$ cat config.mk
export PLATFORM = sky130hd
export DESIGN_NAME = sorted_min_priority_queue_core_flat
export DESIGN_NICKNAME = d
export VERILOG_FILES = /design/src/design/smpq_pkg.sv /design/src/design/smpq_in_if.sv /design/src/design/smpq_out_if.sv /design/src/design/sorted_min_priority_queue_core.sv /design/src/flat_wrapper.sv
export SDC_FILE = /design/constraint.sdc
export NUM_CORES = 1
export LEC_CHECK = 0
export BUFFER_PORTS_ARGS = -buffer_cell sky130_fd_sc_hd__clkbuf_2
export CAP_MARGIN = 20
export CORE_MARGIN = 3
export CORE_UTILIZATION = 40
export CTS_CLUSTER_DIAMETER = 200
export DETAILED_ROUTE_END_ITERATION = 10
export PLACE_DENSITY = 0.54
export RECOVER_POWER = 50
export SYNTH_ARGS = -nofsm -noshare
export SYNTH_HDL_FRONTEND = slang
export SYNTH_SLANG_ARGS = --single-unit
$ cat constraint.sdc
create_clock -name i_clk -period 7.7 [get_ports i_clk]
set_clock_uncertainty 0.2 [all_clocks]
set_input_delay 2.31 -clock i_clk [delete_from_list [all_inputs] [get_ports i_clk]]
set_output_delay 2.31 -clock i_clk [all_outputs]
set_load 0.02 [all_outputs]
$ cat src/design/smpq_pkg.sv
`timescale 1ns / 1ps
// Shared types and codes for the sorted min-priority queue.
// No dependencies; compiled first.
package smpq_pkg;

    // Key width of one stored entry
    localparam int KEY_W   = 32;
    // Width of the reported entry count
    localparam int COUNT_W = 5;

    typedef enum logic {
        OP_INSERT = 1'b0,
        OP_REMOVE = 1'b1
    } t_op;

    typedef enum logic [1:0] {
        ST_OK    = 2'd0,
        ST_EMPTY = 2'd1,
        ST_FULL  = 2'd2
    } t_status;

    typedef enum logic [2:0] {
        S_IDLE,
        S_SCAN,
        S_PLACE,
        S_POP,
        S_DONE
    } t_state;

endpackage

$ cat src/design/smpq_in_if.sv
`timescale 1ns / 1ps
// Input channel of the sorted min-priority queue: valid/ready plus one request word.
// Depends on smpq_pkg.
interface smpq_in_if;
    import smpq_pkg::*;

    logic                     valid;
    logic                     ready;
    t_op                      opcode;
    logic signed [KEY_W-1:0]  value;

    modport source (output valid, output opcode, output value, input ready);
    modport sink   (input valid, input opcode, input value, output ready);
endinterface

$ cat src/design/smpq_out_if.sv
`timescale 1ns / 1ps
// Output channel of the sorted min-priority queue: valid/ready plus one result word.
// Depends on smpq_pkg.
interface smpq_out_if;
    import smpq_pkg::*;

    logic                       valid;
    logic                       ready;
    logic signed [KEY_W-1:0]    removed_value;
    t_status                    status;
    logic        [COUNT_W-1:0]  entry_count;

    modport source (output valid, output removed_value, output status, output entry_count,
                    input ready);
    modport sink   (input valid, input removed_value, input status, input entry_count,
                    output ready);
endinterface

$ cat src/design/sorted_min_priority_queue_core.sv
`timescale 1ns / 1ps
// Sorted min-priority queue: keys kept in ascending order in a circular buffer memory.
// Depends on smpq_pkg, smpq_in_if and smpq_out_if.
//
// Usage:
//   i_in carries request words: opcode OP_INSERT stores value behind all equal or
//   smaller keys, OP_REMOVE takes out the smallest key. o_out returns one result word
//   per request: removed key (zero unless a remove succeeded), status and entry count.
//   Keys live in a DEPTH-entry memory with one write and one registered read port,
//   addressed as a ring starting at the head (smallest key). A remove only reads the
//   head and advances it. An insert walks from the tail toward the head, one entry per
//   cycle, reading the next lower entry while moving a larger one up by one slot.
// Flow: a remove passes S_POP before S_DONE; an error or an insert into an empty
//   queue goes straight to S_DONE; any other insert scans in S_SCAN from the tail
//   past the stored keys greater than the new key, through S_PLACE if it reaches the head. The single
//   memory read port sets the one-entry-per-cycle scan. One request is in flight at a
//   time; the next is accepted once the result sits in the output register.
// Reset: clears the entry count, head pointer and output valid; memory contents are
//   left as they are and are never read before written.
// Stall: a held result keeps its word stable; the next request may still be taken
//   and worked on, and waits for the output register before it completes.
module sorted_min_priority_queue_core #(
    parameter int DEPTH = 16
) (
    input  logic                i_clk,
    input  logic                i_rst_n,
    smpq_in_if.sink             i_in,
    smpq_out_if.source          o_out
);
    import smpq_pkg::*;

    localparam int AW = $clog2(DEPTH);
    localparam int CW = $clog2(DEPTH + 1);
    localparam logic [AW:0]   DEPTH_EXT = (AW + 1)'(DEPTH);
    localparam logic [CW-1:0] DEPTH_CNT = CW'(DEPTH);

    // Key storage
    logic signed [KEY_W-1:0] mem [DEPTH];

    t_state                    r_state, n_state;
    logic        [CW-1:0]      r_count;
    logic        [AW-1:0]      r_head;
    logic        [CW-1:0]      r_pos;
    logic signed [KEY_W-1:0]   r_key;
    logic signed [KEY_W-1:0]   r_rd_data;
    logic signed [KEY_W-1:0]   r_res_value;
    t_status                   r_res_status;
    logic                      r_out_valid;
    logic signed [KEY_W-1:0]   r_out_value;
    t_status                   r_out_status;
    logic        [COUNT_W-1:0] r_out_count;

    logic                      in_fire;
    logic                      out_free;
    logic                      is_full;
    logic                      is_empty;
    logic                      rd_greater;
    logic                      mem_we;
    logic        [AW-1:0]      wr_rel;
    logic signed [KEY_W-1:0]   wr_data;
    logic                      rd_en;
    logic        [AW-1:0]      rd_rel;
    logic        [AW-1:0]      wr_addr;
    logic        [AW-1:0]      rd_addr;
    logic        [AW-1:0]      head_inc;

    // Map a ring offset from the head onto a memory address
    function automatic logic [AW-1:0] ring_addr(input logic [AW-1:0] head,
                                                input logic [AW-1:0] rel);
        logic [AW:0] sum;
        sum = {1'b0, head} + {1'b0, rel};
        if (sum >= DEPTH_EXT) begin
            sum = sum - DEPTH_EXT;
        end
        return sum[AW-1:0];
    endfunction

    assign in_fire    = i_in.valid && i_in.ready;
    assign out_free   = !r_out_valid || o_out.ready;
    assign is_full    = (r_count == DEPTH_CNT);
    assign is_empty   = (r_count == '0);
    assign rd_greater = (r_rd_data > r_key);
    assign wr_addr    = ring_addr(r_head, wr_rel);
    assign rd_addr    = ring_addr(r_head, rd_rel);
    assign head_inc   = (r_head == AW'(DEPTH - 1)) ? '0 : r_head + 1'b1;

    assign i_in.ready          = (r_state == S_IDLE);
    assign o_out.valid         = r_out_valid;
    assign o_out.removed_value = r_out_value;
    assign o_out.status        = r_out_status;
    assign o_out.entry_count   = r_out_count;

    // Next state
    always_comb begin
        n_state = r_state;
        unique case (r_state)
            S_IDLE: begin
                if (in_fire) begin
                    if (i_in.opcode == OP_INSERT) begin
                        n_state = (is_full || is_empty) ? S_DONE : S_SCAN;
                    end else begin
                        n_state = is_empty ? S_DONE : S_POP;
                    end
                end
            end
            S_SCAN: begin
                if (!rd_greater) begin
                    n_state = S_DONE;
                end else if (r_pos == CW'(1)) begin
                    n_state = S_PLACE;
                end
            end
            S_PLACE: n_state = S_DONE;
            S_POP:   n_state = S_DONE;
            S_DONE: begin
                if (out_free) begin
                    n_state = S_IDLE;
                end
            end
            default: n_state = S_IDLE;
        endcase
    end

    // Memory port control
    always_comb begin
        mem_we  = 1'b0;
        wr_rel  = '0;
        wr_data = r_key;
        rd_en   = 1'b0;
        rd_rel  = '0;
        unique case (r_state)
            S_IDLE: begin
                if (in_fire) begin
                    if (i_in.opcode == OP_INSERT) begin
                        if (!is_full && is_empty) begin
                            mem_we  = 1'b1;
                            wr_data = i_in.value;
                        end else if (!is_full) begin
                            rd_en  = 1'b1;
                            rd_rel = AW'(r_count - 1'b1);
                        end
                    end else if (!is_empty) begin
                        rd_en = 1'b1;
                    end
                end
            end
            S_SCAN: begin
                mem_we = 1'b1;
                wr_rel = r_pos[AW-1:0];
                if (rd_greater) begin
                    // move the larger key up one slot, fetch the next lower one
                    wr_data = r_rd_data;
                    if (r_pos > CW'(1)) begin
                        rd_en  = 1'b1;
                        rd_rel = AW'(r_pos - CW'(2));
                    end
                end
            end
            S_PLACE: begin
                mem_we = 1'b1;
            end
            S_POP, S_DONE: begin
            end
            default: begin
            end
        endcase
    end

    // Memory array
    always_ff @(posedge i_clk) begin
        if (mem_we) begin
            mem[wr_addr] <= wr_data;
        end
        if (rd_en) begin
            r_rd_data <= mem[rd_addr];
        end
    end

    // Control and result registers
    always_ff @(posedge i_clk) begin
        if (!i_rst_n) begin
            r_state     <= S_IDLE;
            r_count     <= '0;
            r_head      <= '0;
            r_out_valid <= 1'b0;
        end else begin
            r_state <= n_state;
            // drop the taken word unless a new one loads in its place
            if (o_out.valid && o_out.ready && (r_state != S_DONE)) begin
                r_out_valid <= 1'b0;
            end
            unique case (r_state)
                S_IDLE: begin
                    if (in_fire) begin
                        r_key        <= i_in.value;
                        r_res_value  <= '0;
                        r_res_status <= ST_OK;
                        r_pos        <= r_count;
                        if (i_in.opcode == OP_INSERT) begin
                            if (is_full) begin
                                r_res_status <= ST_FULL;
                            end else if (is_empty) begin
                                r_count <= r_count + 1'b1;
                            end
                        end else if (is_empty) begin
                            r_res_status <= ST_EMPTY;
                        end
                    end
                end
                S_SCAN: begin
                    if (rd_greater) begin
                        r_pos <= r_pos - 1'b1;
                    end else begin
                        r_count <= r_count + 1'b1;
                    end
                end
                S_PLACE: begin
                    r_count <= r_count + 1'b1;
                end
                S_POP: begin
                    r_res_value <= r_rd_data;
                    r_head      <= head_inc;
                    r_count     <= r_count - 1'b1;
                end
                S_DONE: begin
                    // load the output register once it is free
                    if (out_free) begin
                        r_out_valid  <= 1'b1;
                        r_out_value  <= r_res_value;
                        r_out_status <= r_res_status;
                        r_out_count  <= COUNT_W'(r_count);
                    end
                end
                default: begin
                end
            endcase
        end
    end

endmodule
$ cat src/flat_wrapper.sv
// flat-port wrapper written by rule: the top's interface ports become plain ports
module sorted_min_priority_queue_core_flat import smpq_pkg::*;
#(
    parameter int DEPTH = 16
)
  (i_clk, i_rst_n, i_in_valid, i_in_opcode, i_in_value, i_in_ready, o_out_valid, o_out_removed_value, o_out_status, o_out_entry_count, o_out_ready);
  smpq_in_if i_in_i ();
  smpq_out_if o_out_i ();
  input  logic i_clk;
  input  logic i_rst_n;
  input wire logic [$bits(i_in_i.valid)-1:0] i_in_valid;
  input wire logic [$bits(i_in_i.opcode)-1:0] i_in_opcode;
  input wire logic [$bits(i_in_i.value)-1:0] i_in_value;
  output wire logic [$bits(i_in_i.ready)-1:0] i_in_ready;
  output wire logic [$bits(o_out_i.valid)-1:0] o_out_valid;
  output wire logic [$bits(o_out_i.removed_value)-1:0] o_out_removed_value;
  output wire logic [$bits(o_out_i.status)-1:0] o_out_status;
  output wire logic [$bits(o_out_i.entry_count)-1:0] o_out_entry_count;
  input wire logic [$bits(o_out_i.ready)-1:0] o_out_ready;
  assign i_in_i.valid = i_in_valid;
  assign i_in_i.opcode = i_in_opcode;
  assign i_in_i.value = i_in_value;
  assign i_in_ready = i_in_i.ready;
  assign o_out_valid = o_out_i.valid;
  assign o_out_removed_value = o_out_i.removed_value;
  assign o_out_status = o_out_i.status;
  assign o_out_entry_count = o_out_i.entry_count;
  assign o_out_i.ready = o_out_ready;
  sorted_min_priority_queue_core #(.DEPTH(DEPTH)) u_core (.i_clk(i_clk), .i_rst_n(i_rst_n), .i_in(i_in_i), .o_out(o_out_i));
endmodule
==> results of run 1 <==
registers in the layout (all words and copies together) (netlist names):
| register | count |
|---|---|
| u_core.r_pos | 5 |
| u_core.r_count | 5 |
| u_core.r_res_status | 2 |
| u_core.mem | 512 |
| u_core.r_res_value | 32 |
| u_core.r_state | 3 |
| u_core.o_out.status | 2 |
| u_core.r_head | 4 |
| u_core.r_rd_data | 32 |
| u_core.o_out.entry_count | 5 |
| u_core.o_out.valid | 1 |
| u_core.o_out.removed_value | 32 |
| u_core.r_key | 32 |
layout by cell type, fill, tap and decap left out, types with 3 or more instances in the layout:
cell          n
clkbuf_1    101
mux4_2       20
a21o_1        6
nor3b_1       3
ha_1         44
o31ai_1      31
buf_12        5
clkbuf_2      6
clkinv_2      9
clkbuf_16    76
nor4_1        4
xnor2_1       9
inv_1        40
nor2_2        5
a21oi_1      25
xor2_1        4
nor2b_1       4
nand3_1       8
mux2i_1     103
nand2_1      37
nor3_1        5
and2_1        6
edfxtp_1    654
a22oi_1      30
a21boi_0      3
buf_4        41
clkinvlp_4    3
mux4_1      108
nor2_1       26
nor2_4        7
o21ai_0      12
and2_0       26
dfxtp_1      13
nand4_1       8
clkinv_1     11
bufinv_16     6
layout make-up:
class                      instances  area [um^2]
multi-input combinational        580         6908
inverter                          40        150.1
timing repair buffer             140        792.0
tap                              864         1081
clock inverter                    35        356.6
clock buffer                      90         1954
sequential                       667        19900
fill                            5627        35430
path summary, 6_finish.rpt:
check	from	endpoint	cells past startpoint
hold / removal	u_core.r_res_value[2]	u_core.o_out.removed_value[2]	0
hold reg to reg	u_core.r_res_value[2]	u_core.o_out.removed_value[2]	0
setup reg to reg	u_core.r_rd_data[31]	u_core.r_rd_data[20]	15
setup / recovery	i_in_valid	u_core.mem[8][23]	8
cells by family (layout without fill, tap and decap cells):
group                      after synthesis  in the layout  synth area share
AOI/OAI and AO/OA                      130            130           0.03329
xor gates and xnor gates                15             15          0.005387
adders and majority gates               47             47           0.02219
buffers and inverters                  104            305           0.01800
DFF                                    667            667            0.7323
muxes                                  231            231            0.1589
and+or+nand+nor                        157            157           0.02993
through the flow:
stage / total power, uW / hold WS (ns)
global placement: 7180 / 0.2017
CTS: 10640 / 0.2193
detailed placement: 7233 / 0.2045
floorplan: 6393 / 0.2003
finish: 10480 / 0.2172
global route: 10970 / 0.2221
per-layer routing:
metal / vias up / track usage
li1: 5923 / -
met1: 6934 / 0.2517
met2: 344 / 0.3074
met3: 82 / 0.02701
met4: 0 / 0.04698
met5: - / 0
critical path: stages:
cell	delay, ns
clkbuf_1	0.20
nand2_1	0.24
nor4_1	0.22
clkbuf_1	1.25
o31ai_1	0.20
or3_1	0.48
nor2_2	1.41
buf_4	0.48
report_power, final:
part / switching [uW] / leakage [uW] / internal (uW)
clock: 1380 / 0.00112 / 2000
combinational: 1360 / 0.00330 / 835
sequential: 154 / 0.00605 / 4750
total: 2890 / 0.0105 / 7590
==> impl_results.md, run 1 <==
* Status: complete, but fails checks
* Failing checks: capacitance limit, slew limit
* Startpoint Class: input pin
* Slew Viols, Final at about 370
* Worst setup margin at roughly 0.93 ns
* Pwr/cell area at around 340 mW/mm^2
* Hold Vio Cnt, Final at 0
* # setup viols final at 0
* Final setup TNS at 0 ns
* Total wire length at ~64 mm
* Ys Warns at 0
* Worst relative slew slack at -1.029
* P_leak at 0.01047 uW
* Vias in the first global route at ~14k
* Avg Inst Size Synth at between 20 and 25 um^2
* Max Cap Viol at 14
* Largest net degree at the start of global routing at between 70 and 80
* Pre-CTS setup slack at around 1.2 ns
* Highest metal layer with signal wires: met4
* Setup Fix Bufs, Post-CTS at 0
* Post-DP HPWL at 36.01 mm
* Post-DP Area at a little under 0.03 mm^2
* Global placement routability congestion at between 0.7 and 0.8
* Crit end category: register
* Met1 WL at around 28 mm
* Most common cell in the netlist: edfxtp_1
* WP data required at roughly 7.8 ns
* Cell type with the largest total area after synthesis: edfxtp_1
* DRC Markers at 0
* Worst Tran Pin Value at 3.043 ns
* Die Width at ~270 um
* Final Cell Area at a little over 0.03 mm^2
* Routed wl met2 at roughly 32 mm
* CORE AREA at between 0.06 and 0.07 mm^2
* Initial antenna violation count at 1
* Dpl cells at about 2.3k
* Register area share after synthesis at 0.7323
* Vias at ~13k
* DR iter-0 viols at approximately 1.3k
* First-pass GRT wire length at ~94 mm
* Initial Util at 0.4082
* Drt wl/cell at ~27 um
* Post-synth ARST share at 0
* Io pins at just under 80
* Distinct cells, synth at 60
* H-tree lvl count at 3
* CTS sink cnt at around 670
* Pre-antenna DRT Iters at 5
* FP Rows at between 90 and 100
* Routed Antenna Nets at 0
* Area growth from synthesis to layout at 14.60%
* CTS buffer count at between 70 and 80
* Crit Path Max Fanout at 29
* Die Y at approximately 270 um
* Final core occ at 0.4678
* Post-synth top cells: edfxtp_1 (654), mux4_1 (108), mux2i_1 (103)
* GR Util All Layers at 0.1828
* Post-route minimum period at between 6 and 7 ns
* Post-synthesis instance area at about 0.027 mm^2
* Nets@finish at between 1.5k and 2k
* FF+latch count, synth at around 670
* Layout cells sized above 1 at 0.1276
* Clk Latency, worst-skew pair at about 0.62 ns
* Via/cell ratio at around 5.5
* Syn nets at ~1.4k
* EDFF count, synth at approximately 650
* Top FF cell, synth: edfxtp_1
* Worst Path Arrival at roughly 6.8 ns
* Fin cells at roughly 2.4k
* Unrepaired setup endpoints after global routing: false
* Root Driver: clkbuf_16
* Port Buffers at between 70 and 80
* Die Area at around 0.07 mm^2
* Hold Path Class: reg -> reg
* Synth area leaders: edfxtp_1 (72%), mux4_1 (10%), mux2i_1 (3.8%)
* Hold buffer count at cts at 0
* Synth Instances at approximately 1.4k
* Grt ovf at 0
* Post-synth top area share at 0.7227
* Reg clk slew, reported paths at ~0.060 ns
* CTS tree: built
* R2R Setup Slk at 1.07 ns
* Achievable frequency at around 150 MHz
* CP Class: in -> reg
* Max rail drop VDD at approximately 0.00013 V
* # resized after CTS at 0
* Ant. Diodes at 0
* Metal3 WL at 3.142 mm
* Final Cycle Share at 0.8788
* Max clock buf depth at 3
Note: power is estimated with default switching activity, not from simulation.
==> run 2: changes to the inputs <==
- BUFFER_PORTS_ARGS: -buffer_cell sky130_fd_sc_hd__clkbuf_2 -> -buffer_cell sky130_fd_sc_hd__buf_2
- CELL_PAD_IN_SITES_DETAIL_PLACEMENT: default -> 1
- CELL_PAD_IN_SITES_GLOBAL_PLACEMENT: default -> 1
- PLACE_DENSITY: 0.54 -> 0.6
- SLEW_MARGIN: default -> 20
==> run 2 against run 1 <==
The flow still finishes with violations (capacitance limit, slew limit). Largest power group unchanged. Sequential cell count did not move. Die area did not move. Register-to-register slack barely moved. Total power rose by 0.76%. First-iteration DRC count fell by 6.1%.
==> impl_results.md, run 2 (same netlist as run 1, synthesis figures left out) <==
* Post-route minimum period at between 6 and 7 ns
* Worst setup margin at about 0.97 ns
* Hold Vio Cnt, Final at 0
* DRC Markers at 0
* CTS tree: built
* Pwr/cell area at between 300 and 400 mW/mm^2
* Hold Path Class: reg -> reg
* Max clock buf depth at 3
* GR Util met2 at 0.3186
* Pre-CTS setup slack at between 1 and 1.5 ns
* H-tree lvl count at 3
* Worst Path Arrival at ~6.7 ns
* DR iter-0 viols at between 1k and 1.5k
* Max incr delay on CP at 1.85 ns
* GR Layer Usage met3 at 0.03180
* Largest Register: u_core.mem
* Pre-antenna DRT Iters at 7
* Crit Path Max Fanout at 17
* Initial antenna violation count at 2
* CORE AREA at between 0.06 and 0.07 mm^2
* Area growth from synthesis to layout at 14.20%
* # setup viols final at 0
* Die Area at just over 0.07 mm^2
* Vias at 13.59k
* Vias in the first global route at about 14k
* CP max stage cell: nor2_1
* Crit end category: register
* Drt wl/cell at around 28 um
* Most common cell after layout, fill and taps aside: edfxtp_1
* Commonest non-fill, non-tap cells in the layout: edfxtp_1 (654), mux4_1 (108), clkbuf_1 (107), mux2i_1 (103), clkbuf_16 (76)
* Switching Fraction at 0.2847
* Port Buffers at between 70 and 80
* Startpoint Class: input pin
* First-pass GRT wire length at between 90 and 100 mm
* Final setup TNS at 0 ns
* Status: complete, but fails checks
* Largest net degree at the start of global routing at just over 70
* Die Y at around 270 um
* CP Class: in -> reg
* Via/cell ratio at roughly 5.6
* GR Util met1 at 0.2643
* WP data required at 7.70 ns
* Initial Util at 0.4082
* Clk Latency, worst-skew pair at 0.61 ns
* Internal at approximately 7600 uW
* # resized after CTS at 0
* P_sw at around 3000 uW
* Setup Fix Bufs, Post-CTS at 0
* Critical-path cell list: clkbuf_1 -> nand2_1 -> nor4_1 -> o31ai_1 -> nor2_1 -> nand2_1 -> nor2_1 -> clkbuf_1
* GR Util All Layers at 0.1909
* Total wire length at a little under 70 mm
* Slew Viols, Final at between 400 and 500
* Achievable frequency at approximately 150 MHz
* Nets@finish at about 1.6k
* Final Cycle Share at 0.8744
* Final Cell Area at between 0.03 and 0.04 mm^2
* Worst relative slew slack at -1.584
* Root Driver: clkbuf_16
* P_leak at around 0.010 uW
* Unrepaired setup endpoints after global routing: false
* Reg clk slew, reported paths at 0.06 ns
* Grt ovf at 0
* Die Width at between 200 and 300 um
* Ant. Diodes at 0
* Worst Tran Pin Value at 3.841 ns
* Layout cells sized above 1 at 0.1230
* Routed Antenna Nets at 0
* Max Cap Viol at 22
* Seq pwr share at 0.467
* Clock power frac at 0.320
* Global placement routability congestion at 0.7135
* FP Rows at 94
* Fill cells at 6,153
* Hold buffer count at cts at 0
* Post-DP HPWL at 38.24 mm
* Failing checks: capacitance limit, slew limit
* CTS buffer count at 73
* GRT busiest layer: met2
* CTS sink cnt at 667
* Max rail drop VDD at about 0.00015 V
* Comb power frac at 0.214
* Post-DP Area at around 0.029 mm^2
* Io pins at 78
* Largest register FFs at ~510
[run 2: final timing paths]
kind | start | to | slack [ns] | cells past startpoint
worst max-delay path | i_in_valid | u_core.mem[10][10] | 0.97 | 8
worst min-delay path | u_core.r_res_value[31] | u_core.o_out.removed_value[31] | 0.22 | 0
worst max register to register | u_core.r_rd_data[31] | u_core.r_rd_data[21] | 1.06 | 15
worst min register to register | u_core.r_res_value[31] | u_core.o_out.removed_value[31] | 0.22 | 0
[run 2: power groups by stage]
stage / clock network (uW) / registers (uW) / logic (uW)
global placement: 0 / 4970 / 2250
detailed placement: 0 / 4980 / 2320
finish: 3380 / 4930 / 2250
CTS: 3460 / 4910 / 2340
floorplan: 0 / 4950 / 1440
global route: 3620 / 4950 / 2480
[run 2: layout make-up]
class,count,area [um^2],area share
repair buffers,142,758.2,0.02443
clock buffers,94,1979,0.06378
multi-input cells,580,6857,0.2209
flip-flops and latches,667,19900,0.6412
clock inverters,38,310.3,0.009998
inverters,40,150.1,0.004838
well taps,864,1081,0.03483
[run 2: through the flow]
stage               hold WS, ns  utilization  power [uW]  cells
finish                   0.2181       0.4662       10560   2425
global route             0.2215       0.4662       11050   2425
CTS                      0.2180       0.4708       10710   2425
detailed placement       0.2052       0.4364        7306   2293
global placement         0.2005       0.4361        7225   2292
floorplan                0.2003            -        6393   1351
[run 2: worst max-delay path, delay by kind of cell]
family,cells,cell delay (ns)
AND/OR/NAND/NOR,5,2.73
AO/OA/AOI/OAI,1,0.19
buffers and inverters,2,1.46
[run 2: per-layer routing]
metal	share of wire	routed length, um
met5	0	0
met4	0.013	882
met3	0.049	3286
met2	0.49	33000
met1	0.45	30120
==> run 3: changes to the inputs <==
- CORE_UTILIZATION: 40 -> 57
- CTS_BUF_LIST: default -> sky130_fd_sc_hd__clkbuf_4
- HOLD_SLACK_MARGIN: default -> 0.1
- PLACE_DENSITY: 0.6 -> 0.81
==> run 3 against run 2 <==
The flow still finishes with violations (capacitance limit, slew limit). Worst setup slack worse by 0.37 ns. Clock power fell by 13%. Sequential power is essentially flat. Cell count decreased by 4.1%. Register-to-register slack got worse by 0.17 ns. Sequential share of layout area rose by 1.0 points. Critical path type unchanged. Critical endpoint is now u_core.mem[0][21]. Highest routed layer unchanged.
==> impl_results.md, run 3 (same netlist as run 1, synthesis figures left out) <==
* Status: complete, but fails checks
* Failing checks: capacitance limit, slew limit
* Most used cell, CP: clkbuf_1
* Global placement routability congestion at 0.7827
* Vias at 14.81k
* Max Cap Viol at 20
* Clock power frac at 0.287
* Grt ovf at 0
* CP max stage cell: clkbuf_1
* P_sw at roughly 3000 uW
* Unrepaired setup endpoints after global routing: false
* Layout cells sized above 1 at 0.2064
* Initial antenna violation count at 4
* Drt wl/cell at 30.69 um
* Worst relative slew slack at -1.109
* CTS sink cnt at about 670
* Hold buffer count at cts at 0
* Max incr delay on CP at about 1.7 ns
* DR iter-0 viols at roughly 1.4k
* Clk Latency, worst-skew pair at 0.99 ns
* Io pins at 78
* Vias in the first global route at about 16k
* Worst hold path depth at 0
* Hold Vio Cnt, Final at 0
* Reg2reg path depth at 15
* CTS buffer count at 163
* First-pass GRT wire length at just over 100 mm
* Crit Path Max Fanout at 35
* Dpl cells at around 2.0k
* Hold Path Class: reg -> reg
* Root Driver: clkbuf_4
* Die Width at between 200 and 250 um
* Most common cell after layout, fill and taps aside: edfxtp_1
* Routed Antenna Nets at 0
* Nets@finish at between 1.5k and 2k
* Setup Fix Bufs, Post-CTS at 0
* Total power at a little over 10,000 uW
* Largest net degree at the start of global routing at a little over 70
* GR Util All Layers at 0.2884
* CP Class: in -> reg
* Seq pwr share at 0.483
* Switching Fraction at 0.3028
* H-tree lvl count at 4
* Internal at 7103 uW
* Final setup TNS at 0 ns
* Startpoint Class: input pin
* Crit end category: register
* Achievable frequency at ~140 MHz
* CTS tree: built
* Commonest non-fill, non-tap cells in the layout: edfxtp_1 (654), clkbuf_4 (234), mux4_1 (108), mux2i_1 (103), clkbuf_1 (84)
* Worst Tran Pin Value at approximately 3.2 ns
* Max clock buf depth at 3
* # resized after CTS at 0
* Post-DP HPWL at a little over 40 mm
* WP data required at about 8 ns
* Largest register FFs at 512
* Critical-path cell list: clkbuf_1 -> nand2_1 -> nor4_1 -> clkbuf_1 -> o31ai_1 -> or3_1 -> nor2_2 -> buf_4
* Cell family with most CP delay: simple AND/OR/NAND/NOR gates
* FP Rows at between 70 and 80
* Cell count along the critical path at 8
* Slew Viols, Final at 497
* CORE AREA at 0.04685 mm^2
* Max rail drop VDD at around 0.00018 V
* Worst Path Arrival at around 7.6 ns
* P_leak at 0.01056 uW
* Fin cells at roughly 2.3k
* Total wire length at 71.38 mm
* CP Buf/Inv Count at 3
* Reg clk slew, reported paths at about 0.070 ns
* Comb power frac at 0.230
* DRC Markers at 0
* Die Area at between 0.05 and 0.06 mm^2
* Pre-antenna DRT Iters at 7
* Largest Register: u_core.mem
* Post-route minimum period at 7.108 ns
* Die Y at around 220 um
* Pwr/cell area at 333.5 mW/mm^2
* Final Cycle Share at 0.9231
* # setup viols final at 0
* Via/cell ratio at between 6 and 7
* Port Buffers at between 70 and 80
* Final core occ at 0.6520
* Initial Util at 0.5800
* Area growth from synthesis to layout at 12.41%
-- run 3: changes by cell type in the layout (fill, tap and decap cells not counted), moves of 6 or more --
cell       before  now
clkbuf_4        0  234
nor2_1         37   23
clkbuf_1      107   84
nor2_4          1    9
clkbuf_16      76    0
clkinv_1       12   39
nor2_2          0    6
-- run 3: final cells by class --
type	count	area, um^2
Antenna cell	4	10.01
Clock buffer	234	1757
Clock inverter	56	311.5
Fill cell	4026	16310
Inverter	40	150.1
Multi-Input combinational cell	580	6919
Sequential cell	667	19900
Tap cell	607	759.5
Timing Repair Buffer	138	740.7
-- run 3: power by group through the flow --
stage	Clock [uW]	Combinational (uW)	Sequential, uW
2_1_floorplan	0	1440	4950
3_3_place_gp	0	2160	4950
3_5_place_dp	0	2330	4980
4_1_cts	2990	2360	4900
5_1_grt	3190	2520	4940
6_report	2930	2340	4920
-- run 3: worst paths after layout --
path / start / endpoint / slack, ns
max reg2reg: u_core.r_rd_data[31] / u_core.r_rd_data[0] / 0.89
min: u_core.r_res_value[1] / u_core.o_out.removed_value[1] / 0.20
min reg2reg: u_core.r_res_value[1] / u_core.o_out.removed_value[1] / 0.20
max: i_in_valid / u_core.mem[0][21] / 0.59
-- run 3: metal layers --
| layer | vias up | GRT usage | share of wire |
|---|---|---|---|
| met1 | 7666 | 0.3789 | 0.39 |
| met5 | - | 0 | 0 |
| li1 | 6200 | - | - |
| met2 | 799 | 0.4774 | 0.51 |
| met4 | 0 | 0.1120 | 0.028 |
| met3 | 140 | 0.06526 | 0.079 |
-- run 3: through the flow --
step / instance area (um^2) / setup slack, ns / hold slack [ns]
detailed placement: 28680 / 1.135 / 0.2063
finish: 30550 / 0.5925 / 0.2015
CTS: 30750 / 0.9981 / 0.2018
global route: 30540 / 0.4539 / 0.2193
floorplan: 27170 / 2.087 / 0.2003
global placement: 28670 / 1.351 / 0.2011
